<file path="config.mk">
export PLATFORM = sky130hd
export DESIGN_NAME = token_bucket_rate_limiter
export DESIGN_NICKNAME = d
export VERILOG_FILES = /design/src/hw/rtl/tbrl_pkg.sv /design/src/hw/rtl/token_bucket_rate_limiter.sv /design/src/hw/rtl/tbrl_cfg.sv /design/src/hw/rtl/tbrl_bucket.sv
export SDC_FILE = /design/constraint.sdc
export NUM_CORES = 2
export LEC_CHECK = 0
export ABC_CLOCK_PERIOD_IN_PS = 13350
export BUFFER_PORTS_ARGS = -buffer_cell sky130_fd_sc_hd__buf_2
export CAP_MARGIN = 30
export CORE_MARGIN = 1.5
export CORE_UTILIZATION = 30
export CTS_BUF_LIST = sky130_fd_sc_hd__clkbuf_8
export CTS_CLUSTER_DIAMETER = 40
export DETAILED_ROUTE_END_ITERATION = 6
export PLACE_DENSITY = 0.43
export SYNTH_ARGS = -nofsm -noshare
export SYNTH_HDL_FRONTEND = slang
export SYNTH_SLANG_ARGS = --single-unit
</file>
<file path="constraint.sdc">
create_clock -name clk_i -period 13.35 [get_ports clk_i]
set_input_delay 1.335 -clock clk_i [delete_from_list [all_inputs] [get_ports clk_i]]
set_output_delay 1.335 -clock clk_i [all_outputs]
set_load 0.05 [all_outputs]
</file>
<file path="src/hw/rtl/tbrl_pkg.sv">
// shared types and constants of the token bucket rate limiter
package tbrl_pkg;

  localparam int FRAC_BITS = 16;

  localparam int TOK_W   = 32;
  localparam int RATE_W  = 32;
  localparam int BURST_W = 16;
  localparam int WAIT_W  = 32;
  localparam int ELAP_W  = 16;
  localparam int CNT_W   = 32;
  localparam int PROD_W  = ELAP_W + RATE_W;
  localparam int CFG_IDX_W  = 2;
  localparam int CFG_DATA_W = 32;

  localparam logic [CFG_IDX_W-1:0] CFG_RATE     = CFG_IDX_W'(0);
  localparam logic [CFG_IDX_W-1:0] CFG_BURST    = CFG_IDX_W'(1);
  localparam logic [CFG_IDX_W-1:0] CFG_MAX_WAIT = CFG_IDX_W'(2);

  localparam logic [RATE_W-1:0]  RATE_RST     = '0;
  localparam logic [BURST_W-1:0] BURST_RST    = BURST_W'(1);
  localparam logic [WAIT_W-1:0]  MAX_WAIT_RST = WAIT_W'(1000000);

  localparam logic [TOK_W-1:0] ONE_TOKEN = TOK_W'(64'd1 << FRAC_BITS);

  localparam logic KIND_TICK = 1'b0;
  localparam logic KIND_REQ  = 1'b1;

  typedef enum logic [1:0] {
    ST_GRANTED = 2'd0,
    ST_DENIED  = 2'd1,
    ST_BUSY    = 2'd2
  } status_e;

  typedef struct packed {
    logic [RATE_W-1:0] rate;
    logic [TOK_W-1:0]  cap;
    logic [WAIT_W-1:0] max_wait;
  } cfg_t;

  typedef struct packed {
    logic             valid;
    status_e          status;
    logic [CNT_W-1:0] issued;
    logic [TOK_W-1:0] tokens;
  } result_t;

  // capacity in fixed point, saturated to the token width
  function automatic logic [TOK_W-1:0] capacity(input logic [BURST_W-1:0] burst);
    logic [63:0] wide;
    logic [BURST_W-1:0] b;
    b = (burst == '0) ? BURST_W'(1) : burst;
    wide = 64'(b) << FRAC_BITS;
    return (|wide[63:TOK_W]) ? {TOK_W{1'b1}} : wide[TOK_W-1:0];
  endfunction

endpackage

</file>
<file path="src/hw/rtl/token_bucket_rate_limiter.sv">
// token bucket rate limiter top level: input register, bucket, result register
// an accepted word is held in the input register, then its result word in the result register
// throughput: one word per cycle while out_stall_i is low; the multiply sits before the input register and
// the add, saturate and compare on the token register sit before the result register
// a word that causes no result still takes one slot in the pipeline
// reset: asynchronous active low; bucket full at one token, rate zero, wait 1000000
module token_bucket_rate_limiter (
  input  logic                             clk_i,
  input  logic                             rst_ni,
  input  logic                             cfg_we_i,
  input  logic [tbrl_pkg::CFG_IDX_W-1:0]   cfg_idx_i,
  input  logic [tbrl_pkg::CFG_DATA_W-1:0]  cfg_wdata_i,
  input  logic                             in_valid_i,
  output logic                             in_stall_o,
  input  logic                             kind_i,
  input  logic [tbrl_pkg::ELAP_W-1:0]      elapsed_ticks_i,
  output logic                             out_valid_o,
  input  logic                             out_stall_i,
  output logic [1:0]                       status_o,
  output logic [tbrl_pkg::CNT_W-1:0]       issued_count_o,
  output logic [tbrl_pkg::TOK_W-1:0]       tokens_available_o
);

  tbrl_pkg::cfg_t    cfg;
  tbrl_pkg::result_t res;
  logic              refill;
  logic [tbrl_pkg::TOK_W-1:0] refill_cap;

  logic                        s1_valid_q;
  logic                        s1_kind_q;
  logic [tbrl_pkg::ELAP_W-1:0] s1_elapsed_q;
  logic [tbrl_pkg::PROD_W-1:0] s1_prod_q, s1_prod_d;

  logic                        out_valid_q;
  tbrl_pkg::status_e           out_status_q;
  logic [tbrl_pkg::CNT_W-1:0]  out_issued_q;
  logic [tbrl_pkg::TOK_W-1:0]  out_tokens_q;

  logic adv, accept, step;

  tbrl_cfg u_cfg (
    .clk_i        (clk_i),
    .rst_ni       (rst_ni),
    .cfg_we_i     (cfg_we_i),
    .cfg_idx_i    (cfg_idx_i),
    .cfg_wdata_i  (cfg_wdata_i),
    .cfg_o        (cfg),
    .refill_o     (refill),
    .refill_cap_o (refill_cap)
  );

  // result register free or being emptied this cycle
  assign adv        = !out_valid_q || !out_stall_i;
  assign in_stall_o = s1_valid_q && !adv;
  assign accept     = in_valid_i && !in_stall_o;
  assign step       = s1_valid_q && adv;

  // refill amount for tick words, zero for requests
  assign s1_prod_d = (kind_i == tbrl_pkg::KIND_TICK)
                   ? tbrl_pkg::PROD_W'(elapsed_ticks_i) * tbrl_pkg::PROD_W'(cfg.rate)
                   : '0;

  always_ff @(posedge clk_i or negedge rst_ni) begin
    if (!rst_ni) begin
      s1_valid_q <= 1'b0;
    end else if (!s1_valid_q || adv) begin
      s1_valid_q <= accept;
    end
  end

  always_ff @(posedge clk_i) begin
    if (accept) begin
      s1_kind_q    <= kind_i;
      s1_elapsed_q <= elapsed_ticks_i;
      s1_prod_q    <= s1_prod_d;
    end
  end

  tbrl_bucket u_bucket (
    .clk_i        (clk_i),
    .rst_ni       (rst_ni),
    .step_i       (step),
    .kind_i       (s1_kind_q),
    .elapsed_i    (s1_elapsed_q),
    .prod_i       (s1_prod_q),
    .cfg_i        (cfg),
    .refill_i     (refill),
    .refill_cap_i (refill_cap),
    .res_o        (res)
  );

  always_ff @(posedge clk_i or negedge rst_ni) begin
    if (!rst_ni) begin
      out_valid_q <= 1'b0;
    end else if (adv) begin
      out_valid_q <= step && res.valid;
    end
  end

  always_ff @(posedge clk_i) begin
    if (step && res.valid) begin
      out_status_q <= res.status;
      out_issued_q <= res.issued;
      out_tokens_q <= res.tokens;
    end
  end

  assign out_valid_o        = out_valid_q;
  assign status_o           = out_status_q;
  assign issued_count_o     = out_issued_q;
  assign tokens_available_o = out_tokens_q;

endmodule

</file>
<file path="src/hw/rtl/tbrl_cfg.sv">
// configuration registers with the derived bucket capacity
module tbrl_cfg (
  input  logic                             clk_i,
  input  logic                             rst_ni,
  input  logic                             cfg_we_i,
  input  logic [tbrl_pkg::CFG_IDX_W-1:0]   cfg_idx_i,
  input  logic [tbrl_pkg::CFG_DATA_W-1:0]  cfg_wdata_i,
  output tbrl_pkg::cfg_t                   cfg_o,
  output logic                             refill_o,
  output logic [tbrl_pkg::TOK_W-1:0]       refill_cap_o
);

  logic [tbrl_pkg::RATE_W-1:0] rate_q;
  logic [tbrl_pkg::TOK_W-1:0]  cap_q, cap_d;
  logic [tbrl_pkg::WAIT_W-1:0] max_wait_q;
  logic                        hit;

  always_comb begin
    hit   = 1'b0;
    cap_d = cap_q;
    case (cfg_idx_i)
      tbrl_pkg::CFG_RATE:     hit = 1'b1;
      tbrl_pkg::CFG_BURST: begin
        hit   = 1'b1;
        cap_d = tbrl_pkg::capacity(cfg_wdata_i[tbrl_pkg::BURST_W-1:0]);
      end
      tbrl_pkg::CFG_MAX_WAIT: hit = 1'b1;
      default:                hit = 1'b0;
    endcase
  end

  always_ff @(posedge clk_i or negedge rst_ni) begin
    if (!rst_ni) begin
      rate_q     <= tbrl_pkg::RATE_RST;
      cap_q      <= tbrl_pkg::capacity(tbrl_pkg::BURST_RST);
      max_wait_q <= tbrl_pkg::MAX_WAIT_RST;
    end else if (cfg_we_i) begin
      if (cfg_idx_i == tbrl_pkg::CFG_RATE) rate_q <= cfg_wdata_i[tbrl_pkg::RATE_W-1:0];
      if (cfg_idx_i == tbrl_pkg::CFG_MAX_WAIT) begin
        max_wait_q <= cfg_wdata_i[tbrl_pkg::WAIT_W-1:0];
      end
      cap_q <= cap_d;
    end
  end

  assign cfg_o.rate     = rate_q;
  assign cfg_o.cap      = cap_q;
  assign cfg_o.max_wait = max_wait_q;
  // any valid write refills the bucket to the capacity in force after it
  assign refill_o       = cfg_we_i && hit;
  assign refill_cap_o   = cap_d;

endmodule

</file>
<file path="src/hw/rtl/tbrl_bucket.sv">
// token state and the per-word grant, deny and busy decision
module tbrl_bucket (
  input  logic                          clk_i,
  input  logic                          rst_ni,
  input  logic                          step_i,
  input  logic                          kind_i,
  input  logic [tbrl_pkg::ELAP_W-1:0]   elapsed_i,
  input  logic [tbrl_pkg::PROD_W-1:0]   prod_i,
  input  tbrl_pkg::cfg_t                cfg_i,
  input  logic                          refill_i,
  input  logic [tbrl_pkg::TOK_W-1:0]    refill_cap_i,
  output tbrl_pkg::result_t             res_o
);

  logic [tbrl_pkg::TOK_W-1:0]  tokens_q, tokens_d;
  logic                        pending_q, pending_d;
  logic [tbrl_pkg::WAIT_W-1:0] waited_q, waited_d;
  logic [tbrl_pkg::CNT_W-1:0]  granted_q, granted_d;

  logic [tbrl_pkg::PROD_W:0]   sum;
  logic [tbrl_pkg::TOK_W-1:0]  filled;
  logic [tbrl_pkg::WAIT_W:0]   wsum;
  logic [tbrl_pkg::WAIT_W-1:0] wsat;
  logic                        rate_zero;

  always_comb begin
    // tokens never exceed capacity, so a zero product leaves them as they are
    sum    = (tbrl_pkg::PROD_W+1)'(tokens_q) + (tbrl_pkg::PROD_W+1)'(prod_i);
    filled = (sum > (tbrl_pkg::PROD_W+1)'(cfg_i.cap)) ? cfg_i.cap
                                                       : sum[tbrl_pkg::TOK_W-1:0];
    wsum   = (tbrl_pkg::WAIT_W+1)'(waited_q) + (tbrl_pkg::WAIT_W+1)'(elapsed_i);
    wsat   = wsum[tbrl_pkg::WAIT_W] ? {tbrl_pkg::WAIT_W{1'b1}}
                                    : wsum[tbrl_pkg::WAIT_W-1:0];
    rate_zero = (cfg_i.rate == '0);

    tokens_d     = tokens_q;
    pending_d    = pending_q;
    waited_d     = waited_q;
    granted_d    = granted_q;
    res_o.valid  = 1'b0;
    res_o.status = tbrl_pkg::ST_GRANTED;

    if (kind_i == tbrl_pkg::KIND_TICK) begin
      tokens_d = filled;
      if (pending_q) begin
        if (rate_zero || filled >= tbrl_pkg::ONE_TOKEN) begin
          if (!rate_zero) tokens_d = filled - tbrl_pkg::ONE_TOKEN;
          granted_d   = granted_q + 1'b1;
          pending_d   = 1'b0;
          waited_d    = '0;
          res_o.valid = 1'b1;
        end else if (wsat >= cfg_i.max_wait) begin
          pending_d    = 1'b0;
          waited_d     = '0;
          res_o.valid  = 1'b1;
          res_o.status = tbrl_pkg::ST_DENIED;
        end else begin
          waited_d = wsat;
        end
      end
    end else begin
      if (pending_q) begin
        res_o.valid  = 1'b1;
        res_o.status = tbrl_pkg::ST_BUSY;
      end else if (rate_zero || tokens_q >= tbrl_pkg::ONE_TOKEN) begin
        if (!rate_zero) tokens_d = tokens_q - tbrl_pkg::ONE_TOKEN;
        granted_d   = granted_q + 1'b1;
        res_o.valid = 1'b1;
      end else begin
        pending_d = 1'b1;
        waited_d  = '0;
      end
    end

    res_o.issued = granted_d;
    res_o.tokens = tokens_d;
  end

  always_ff @(posedge clk_i or negedge rst_ni) begin
    if (!rst_ni) begin
      tokens_q  <= tbrl_pkg::capacity(tbrl_pkg::BURST_RST);
      pending_q <= 1'b0;
      waited_q  <= '0;
      granted_q <= '0;
    end else begin
      if (step_i) begin
        tokens_q  <= tokens_d;
        pending_q <= pending_d;
        waited_q  <= waited_d;
        granted_q <= granted_d;
      end
      if (refill_i) tokens_q <= refill_cap_i;
    end
  end

  // a wait count only exists for a pending request
  assert property (@(posedge clk_i) disable iff (!rst_ni)
    (waited_q != '0) |-> pending_q)
    else $error("wait count without pending request");

  // bucket never overfills
  assert property (@(posedge clk_i) disable iff (!rst_ni)
    tokens_q <= cfg_i.cap)
    else $error("tokens above capacity");

  // a busy answer leaves the bucket and the grant count alone
  assert property (@(posedge clk_i) disable iff (!rst_ni)
    (step_i && kind_i == tbrl_pkg::KIND_REQ && pending_q && !refill_i)
      |=> $stable(tokens_q) && $stable(granted_q) && pending_q)
    else $error("busy request changed state");

  // grant count moves only with a grant
  assert property (@(posedge clk_i) disable iff (!rst_ni)
    !(step_i && res_o.valid && res_o.status == tbrl_pkg::ST_GRANTED)
      |=> $stable(granted_q))
    else $error("grant count moved without a grant");

endmodule
</file>
Word level (Yosys, flattened, before mapping)
Cells that the tools add are included.
W data, S select, Z words.
- add/subtract/negate cells: 5
- multiply operators: 1
- magnitude comparators: 4
- equal/unequal tests: 4
- mux-type cells: 39
- reduce and logical (&&, ||, !) cells: 23
- operators with widths (operator ; count):
    $mux W32 ; 23
    $ge A32 B17 Y1 const B ; 2
    $sub A32 B17 Y32 const B ; 2
    $add A32 B48 Y49 ; 1
    $gt A49 B32 Y1 ; 1
    $mul A16 B32 Y48 ; 1
    $add A32 B16 Y33 ; 1
    $add A32 B1 Y32 const B ; 1
    $ge A32 B32 Y1 ; 1
    $logic_not A32 Y1 ; 1
    $logic_not A16 Y1 ; 1
    $mux W16 ; 1
    $mux W1 ; 10
    $mux W3 ; 3
    $logic_and A1 B1 Y1 ; 5
    $logic_not A1 Y1 ; 5
    $logic_or A1 B1 Y1 ; 4
    $mux W2 ; 2
    $reduce_and A2 Y1 ; 2
    $reduce_and A4 Y1 ; 1
    $reduce_bool A2 Y1 ; 2
    $reduce_or A3 Y1 ; 1
    $eq A2 B1 Y1 const B ; 1
    $eq A2 B2 Y1 const B ; 1
    3 further kinds ; 3
- bits in registers: 326
- input bits: 56
- word-level logic and storage cells: 91

Logic depth before layout (Yosys ltp)
- word-level depth: 10
- depth in mapped cells: 34

Hierarchy
From an unflattened synthesis, not the netlist that was laid out.
- cells, all modules: 4040
- area total of the unflattened synthesis: 37277.0 µm²
- modules (own cells, without submodules) (module ; times used ; cells each ; area each (µm²)):
    token_bucket_rate_limiter ; 1 ; 2095 ; 20714.9
    tbrl_bucket ; 1 ; 1696 ; 12684.7
    tbrl_cfg ; 1 ; 249 ; 3877.5

Worst setup path before layout
No wires, ideal clock.
- path kind: register -> register
- from: reg u_bucket.tokens_q[0] in the netlist's numbering
- to: reg out_issued_q, in the netlist issued_count_o[0] (enable)
- setup time: 0.513 ns
- arrival time: 10.393 ns
- setup slack: 2.444 ns
- cell stages (with the launch flop): 33
- buffers on the path: 1
- cells stage by stage: dfrtp_1 ha_1 fa_1 a211oi_2 o21ai_2 nand3_1 a211oi_1 or3_1 and2_1 ha_1 and4_1 nand2_1 nor4_1 nand4_1 nand2_1 nand4_1 nor3_1 nand4_1 nor3_2 buf_2 mux2i_1 ha_1 nor4b_1 o21ai_0 a211o_1 or4_1 or4_1 o211a_1 nor4bb_1 and4_4 o21ai_1 o21ai_0 a21oi_1
- word-level cells in the longest chain between the ends: 9
- ends and longest elaborated chain (element ; line ; source):
    from (decl) ; tbrl_bucket.sv:15 ; logic [tbrl_pkg::TOK_W-1:0] tokens_q, tokens_d;
    from (signal assigned) ; tbrl_bucket.sv:81 ; tokens_q <= tbrl_pkg::capacity(tbrl_pkg::BURST_RST);
    from (signal assigned) ; tbrl_bucket.sv:87 ; tokens_q <= tokens_d;
    from (signal assigned) ; tbrl_bucket.sv:92 ; if (refill_i) tokens_q <= refill_cap_i;
    $add A32 B48 Y49 ; tbrl_bucket.sv:28 ; sum = (tbrl_pkg::PROD_W+1)'(tokens_q) + (tbrl_pkg::PROD_W+1)'(prod_i);
    $gt A49 B32 Y1 ; tbrl_bucket.sv:29 ; filled = (sum > (tbrl_pkg::PROD_W+1)'(cfg_i.cap)) ? cfg_i.cap
    $mux W32 ; tbrl_bucket.sv:29 ;
    $ge A32 B17 Y1 ; tbrl_bucket.sv:46 ; if (rate_zero || filled >= tbrl_pkg::ONE_TOKEN) begin
    $logic_or A1 B1 Y1 ; tbrl_bucket.sv:46 ;
    $mux W1 ; tbrl_bucket.sv:46 ;
    $mux W3 ; tbrl_bucket.sv:45 ; if (pending_q) begin
    $mux W3 * ; tbrl_bucket.sv:43 ; if (kind_i == tbrl_pkg::KIND_TICK) begin
    $logic_and A1 B1 Y1 * ; token_bucket_rate_limiter.sv:101 ; if (step && res.valid) begin
    to (signal assigned) ; token_bucket_rate_limiter.sv:103 ; out_issued_q <= res.issued;
    to (decl) ; token_bucket_rate_limiter.sv:36 ; logic [tbrl_pkg::CNT_W-1:0] out_issued_q;
Every way passes the cells marked *; elsewhere a longest branch is shown, timed or not.
A chain may end at the register's enable or synchronous reset.

Final worst setup path
- from: reg u_bucket.tokens_q[2] in the netlist's numbering
- to: reg out_issued_q, in the netlist issued_count_o[0] (enable)
The elaborated chain is that of the path after synthesis.

==> impl_metrics.py <==
metrics = {
    "logic_synthesis": {
        "number_of_distinct_library_cell_variants_in_the_gate_level_netlist_after_synthesis": 90,
        "post-synth-top-area-fraction_pct": 23.5,
        "ys.warnings.count": 0,
        "yosys.area_share.simple_pct": 18.1,
        "synth.ff_latch_count": 326,
        "netlist_top_cells_area": "sky130_fd_sc_hd__fa_1 (24%), sky130_fd_sc_hd__dfrtp_1 (13%), sky130_fd_sc_hd__edfxtp_1 (11%), sky130_fd_sc_hd__ha_1 (8.3%), sky130_fd_sc_hd__nand2_1 (6.2%)",
        "post_synth.cell_area_avg_um2": 9.25,
        "synth_compound_area_share_pct": 10.6,
        "synth_top_family_by_area": "adder cells",
        "synth_sequential_area_ratio_pct": 24.7,
        "syn_inst": 3862,
        "synth_nets": 4575,
        "synth_async_sr_flop_share_pct": 59.8,
        "synth.cell_area_um2": 35700,
        "most_frequent_cells_after_synthesis": "sky130_fd_sc_hd__nand2_1 (587), sky130_fd_sc_hd__inv_1 (482), sky130_fd_sc_hd__fa_1 (420)",
        "post_synthesis_share_of_cell_area_spent_on_full_adders_half_adders_and_majority_gates_pct": 31.8,
        "yosys.cell_count.top_type": "sky130_fd_sc_hd__nand2_1",
        "synth_top_area_cell": "sky130_fd_sc_hd__fa_1",
        "synth.area.mux_share_pct": 3.52,
        "postSynth.topFlopCell": "sky130_fd_sc_hd__dfrtp_1",
        "synth-xor-area-share_pct": 4.04,
        "synth-edff-count": 131,
    },
    "clocking": {
        "clock_sinks": 326,
        "cts-resized-gates": 0,
        "ctsLongestPathBuffers": 3,
        "cts_buffers": 67,
        "cts.reportedPaths.clkPinSlew_ns": 0.06,
        "post-cts-setup-buffers": 0,
        "root_buffer": "sky130_fd_sc_hd__clkbuf_8",
        "cts-htree-levels": 3,
        "clock_insertion_delay_worst_skew_ns": 0.67,
        "tritoncts": "built",
        "total_of_hold_buffers_inserted_after_clock_tree_synthesis": 0,
    },
    "route": {
        "remaining_routing_drc_violations": 0,
        "via_per_inst": 5.05,
        "final_antenna_net_count": 0,
        "detailedRoute.firstPassIterationCount": 5,
        "routed_len_inst_um": 21.3,
        "detailroute.via_count": 27900,
        "detail_route.wirelength_um": 117000,
        "drt_iter0_drc": 1864,
    },
    "sta": {
        "hold_ws_ns": 0.492,
        "timing.slew.headroom_pct": 29.3,
        "rsz0062_at_grt": "false",
        "timing.final.max_slew_violations": 0,
        "maxClockFrequency_ghz": 0.100,
        "clock_skew_ns": 0.0557,
        "worst_pin_slew_ns": 1.06,
        "min_period_over_period_pct": 74.9,
        "setup_tns_ns": 0,
        "period_minus_slack_ns": 10.00,
        "setup_violations": 0,
        "hold_violations": 0,
    },
    "die": {
        "die-area_um2": 121000,
        "initial_core_utilization_pct": 30.3,
        "floorplan.die.width_um": 348,
        "placeableCoreArea_um2": 118000,
        "die_height_um": 348,
        "floorplan.rows": 126,
        "number_of_top_level_pins": 124,
    },
    "global_route": {
        "vias_in_the_first_global_route": 28900,
        "grt.total_usage_pct": 19.5,
        "grt_start_max_net_pins": 94,
        "antenna_violations_before_repair": 9,
        "grt_pass1_wl_um": 182000,
        "global_route.overflow_total": 0,
    },
    "finish": {
        "post-route-cell-area_um2": 39600,
        "drive_gt1_share_pct": 10.6,
        "syn_to_final_growth_pct": 10.7,
        "fin_cells": 5520,
        "design.final.nets": 4639,
    },
    "setup_path": {
        "cp.required_ns": 13.63,
        "criticalPathCategory": "reg -> reg",
        "cp.arrival_ns": 10.28,
        "worst_setup_path_end_kind": "register",
        "critical_path.startpoint_type": "register",
        "timing.critical_path.fanout_max": 35,
        "cpMaxStageDelayCell": "sky130_fd_sc_hd__a211oi_1",
        "cpPeakStageDelay_ns": 0.64,
    },
    "flow_run": {
        "drv.max_cap_violation_count": 0,
    },
    "min_path": {
        "min-delay-path-class": "reg -> reg",
    },
    "placed_design": {
        "postPlaceCellArea_um2": 38100,
        "placedCellCount": 5391,
        "port-buffer-count": 123,
        "finalWeightedCongestion": 0.914,
        "place.detailed.hpwl_um": 86600,
    },
    "status": {
        "outcome": "complete, no violations",
    },
}
## flip-flops by register name (all words and copies together) (netlist names)
| name | count |
|---|---|
| issued_count_o | 32 |
| out_valid_o | 1 |
| s1_elapsed_q | 16 |
| s1_kind_q | 1 |
| s1_prod_q | 48 |
| s1_valid_q | 1 |
| status_o | 2 |
| tokens_available_o | 32 |
| u_bucket.granted_q | 32 |
| u_bucket.pending_q | 1 |
| u_bucket.tokens_q | 32 |
| u_bucket.waited_q | 32 |
| u_cfg.cap_q | 32 |
| u_cfg.max_wait_q | 32 |
| u_cfg.rate_q | 32 |
## per-layer routing
metal  track usage (%)  wire length [um]  up-vias  part of all wire [%]
li1                  -                 -    13000                     -
met1              28.6             56800    14100                    48
met2              31.0             52800      732                    45
met3              2.32              6280      112                   5.3
met4              3.27              1570        2                   1.3
met5                 0                13        -                 0.011
## path summary, 6_finish.rpt
path	startpoint	end	slack, ns	cells after the start
setup / recovery	u_bucket.tokens_q[2]	issued_count_o[0]	3.35	32
hold / removal	u_bucket.waited_q[0]	u_bucket.waited_q[0]	0.49	2
setup reg to reg	u_bucket.tokens_q[2]	issued_count_o[0]	3.35	32
hold reg to reg	u_bucket.waited_q[0]	u_bucket.waited_q[0]	0.49	2
max in group asynchronous	rst_ni	u_bucket.tokens_q[14]	11.26	2
min in group asynchronous	rst_ni	u_bucket.granted_q[28]	0.69	1
## metrics by stage
step | utilization [%] | setup slack [ns]
after CTS | 33.5 | 3.27
final | 33.5 | 3.35
after global placement | 32.2 | 2.81
after detailed placement | 32.3 | 3.36
after global routing | 33.5 | 2.52
after floorplan | - | 2.44
## cells in the final DEF, fill, tap and decap left out, types with 11 or more instances in the layout
| cell | Yosys | final |
|---|---|---|
| sky130_fd_sc_hd__edfxtp_1 | 131 | 131 |
| sky130_fd_sc_hd__ha_1 | 237 | 237 |
| sky130_fd_sc_hd__inv_1 | 482 | 502 |
| sky130_fd_sc_hd__dfrtp_1 | 186 | 186 |
| sky130_fd_sc_hd__or2_2 | 15 | 15 |
| sky130_fd_sc_hd__nor2b_1 | 31 | 29 |
| sky130_fd_sc_hd__nand3_1 | 71 | 71 |
| sky130_fd_sc_hd__mux2i_1 | 31 | 31 |
| sky130_fd_sc_hd__clkbuf_8 | 0 | 74 |
| sky130_fd_sc_hd__a31oi_1 | 15 | 15 |
| sky130_fd_sc_hd__buf_2 | 16 | 122 |
| sky130_fd_sc_hd__a21o_1 | 57 | 57 |
| sky130_fd_sc_hd__nor2_1 | 165 | 165 |
| sky130_fd_sc_hd__nand2b_1 | 32 | 32 |
| sky130_fd_sc_hd__a21oi_1 | 160 | 159 |
| sky130_fd_sc_hd__o21a_1 | 16 | 16 |
| sky130_fd_sc_hd__o21bai_1 | 11 | 11 |
| sky130_fd_sc_hd__fa_1 | 420 | 420 |
| sky130_fd_sc_hd__and2_1 | 183 | 182 |
| sky130_fd_sc_hd__mux2_2 | 84 | 84 |
| sky130_fd_sc_hd__nand4_1 | 45 | 45 |
| sky130_fd_sc_hd__a211oi_1 | 26 | 26 |
| sky130_fd_sc_hd__a221oi_1 | 16 | 16 |
| sky130_fd_sc_hd__xnor2_1 | 77 | 77 |
| sky130_fd_sc_hd__o21ai_0 | 137 | 137 |
| sky130_fd_sc_hd__nor3_1 | 56 | 56 |
| sky130_fd_sc_hd__nand2_1 | 587 | 586 |
| sky130_fd_sc_hd__a22o_1 | 24 | 24 |
| sky130_fd_sc_hd__buf_4 | 0 | 58 |
| sky130_fd_sc_hd__and4_1 | 11 | 11 |
| sky130_fd_sc_hd__and3_1 | 38 | 38 |
| sky130_fd_sc_hd__xor2_1 | 88 | 88 |
| sky130_fd_sc_hd__or3_1 | 27 | 27 |
| sky130_fd_sc_hd__nor4_1 | 36 | 36 |
| sky130_fd_sc_hd__o211ai_1 | 11 | 11 |
## cells by family after synthesis
kind of cell	count (synthesis)
multiplexers	115
adder cells (fa/ha/maj)	657
AND/OR/NAND/NOR	1338
XOR/XNOR	165
buffers and inverters	678
AO/OA/AOI/OAI	583
flip-flops	326
## critical path: cells and delay by family, from the launching register on
kind | cells | cell delay, ns
DFF | 1 | 0.42
and+or+nand+nor | 15 | 3.87
AOI/OAI and AO/OA | 11 | 3.00
muxes | 1 | 0.38
buffers and inverters | 2 | 0.97
adders and majority gates | 3 | 0.88
## final cells by class
type	count	area, um2
fillers	12300	78500
multi-input cells	2858	24400
flip-flops and latches	326	8820
well taps	1536	1920
inverters	483	1810
repair buffers	190	1240
clock buffers	74	1020
clock inverters	48	352
diodes	5	12.5
Power is not shown: default switching activity piles up to over one toggle a cycle in this logic, so the estimate is an artifact.
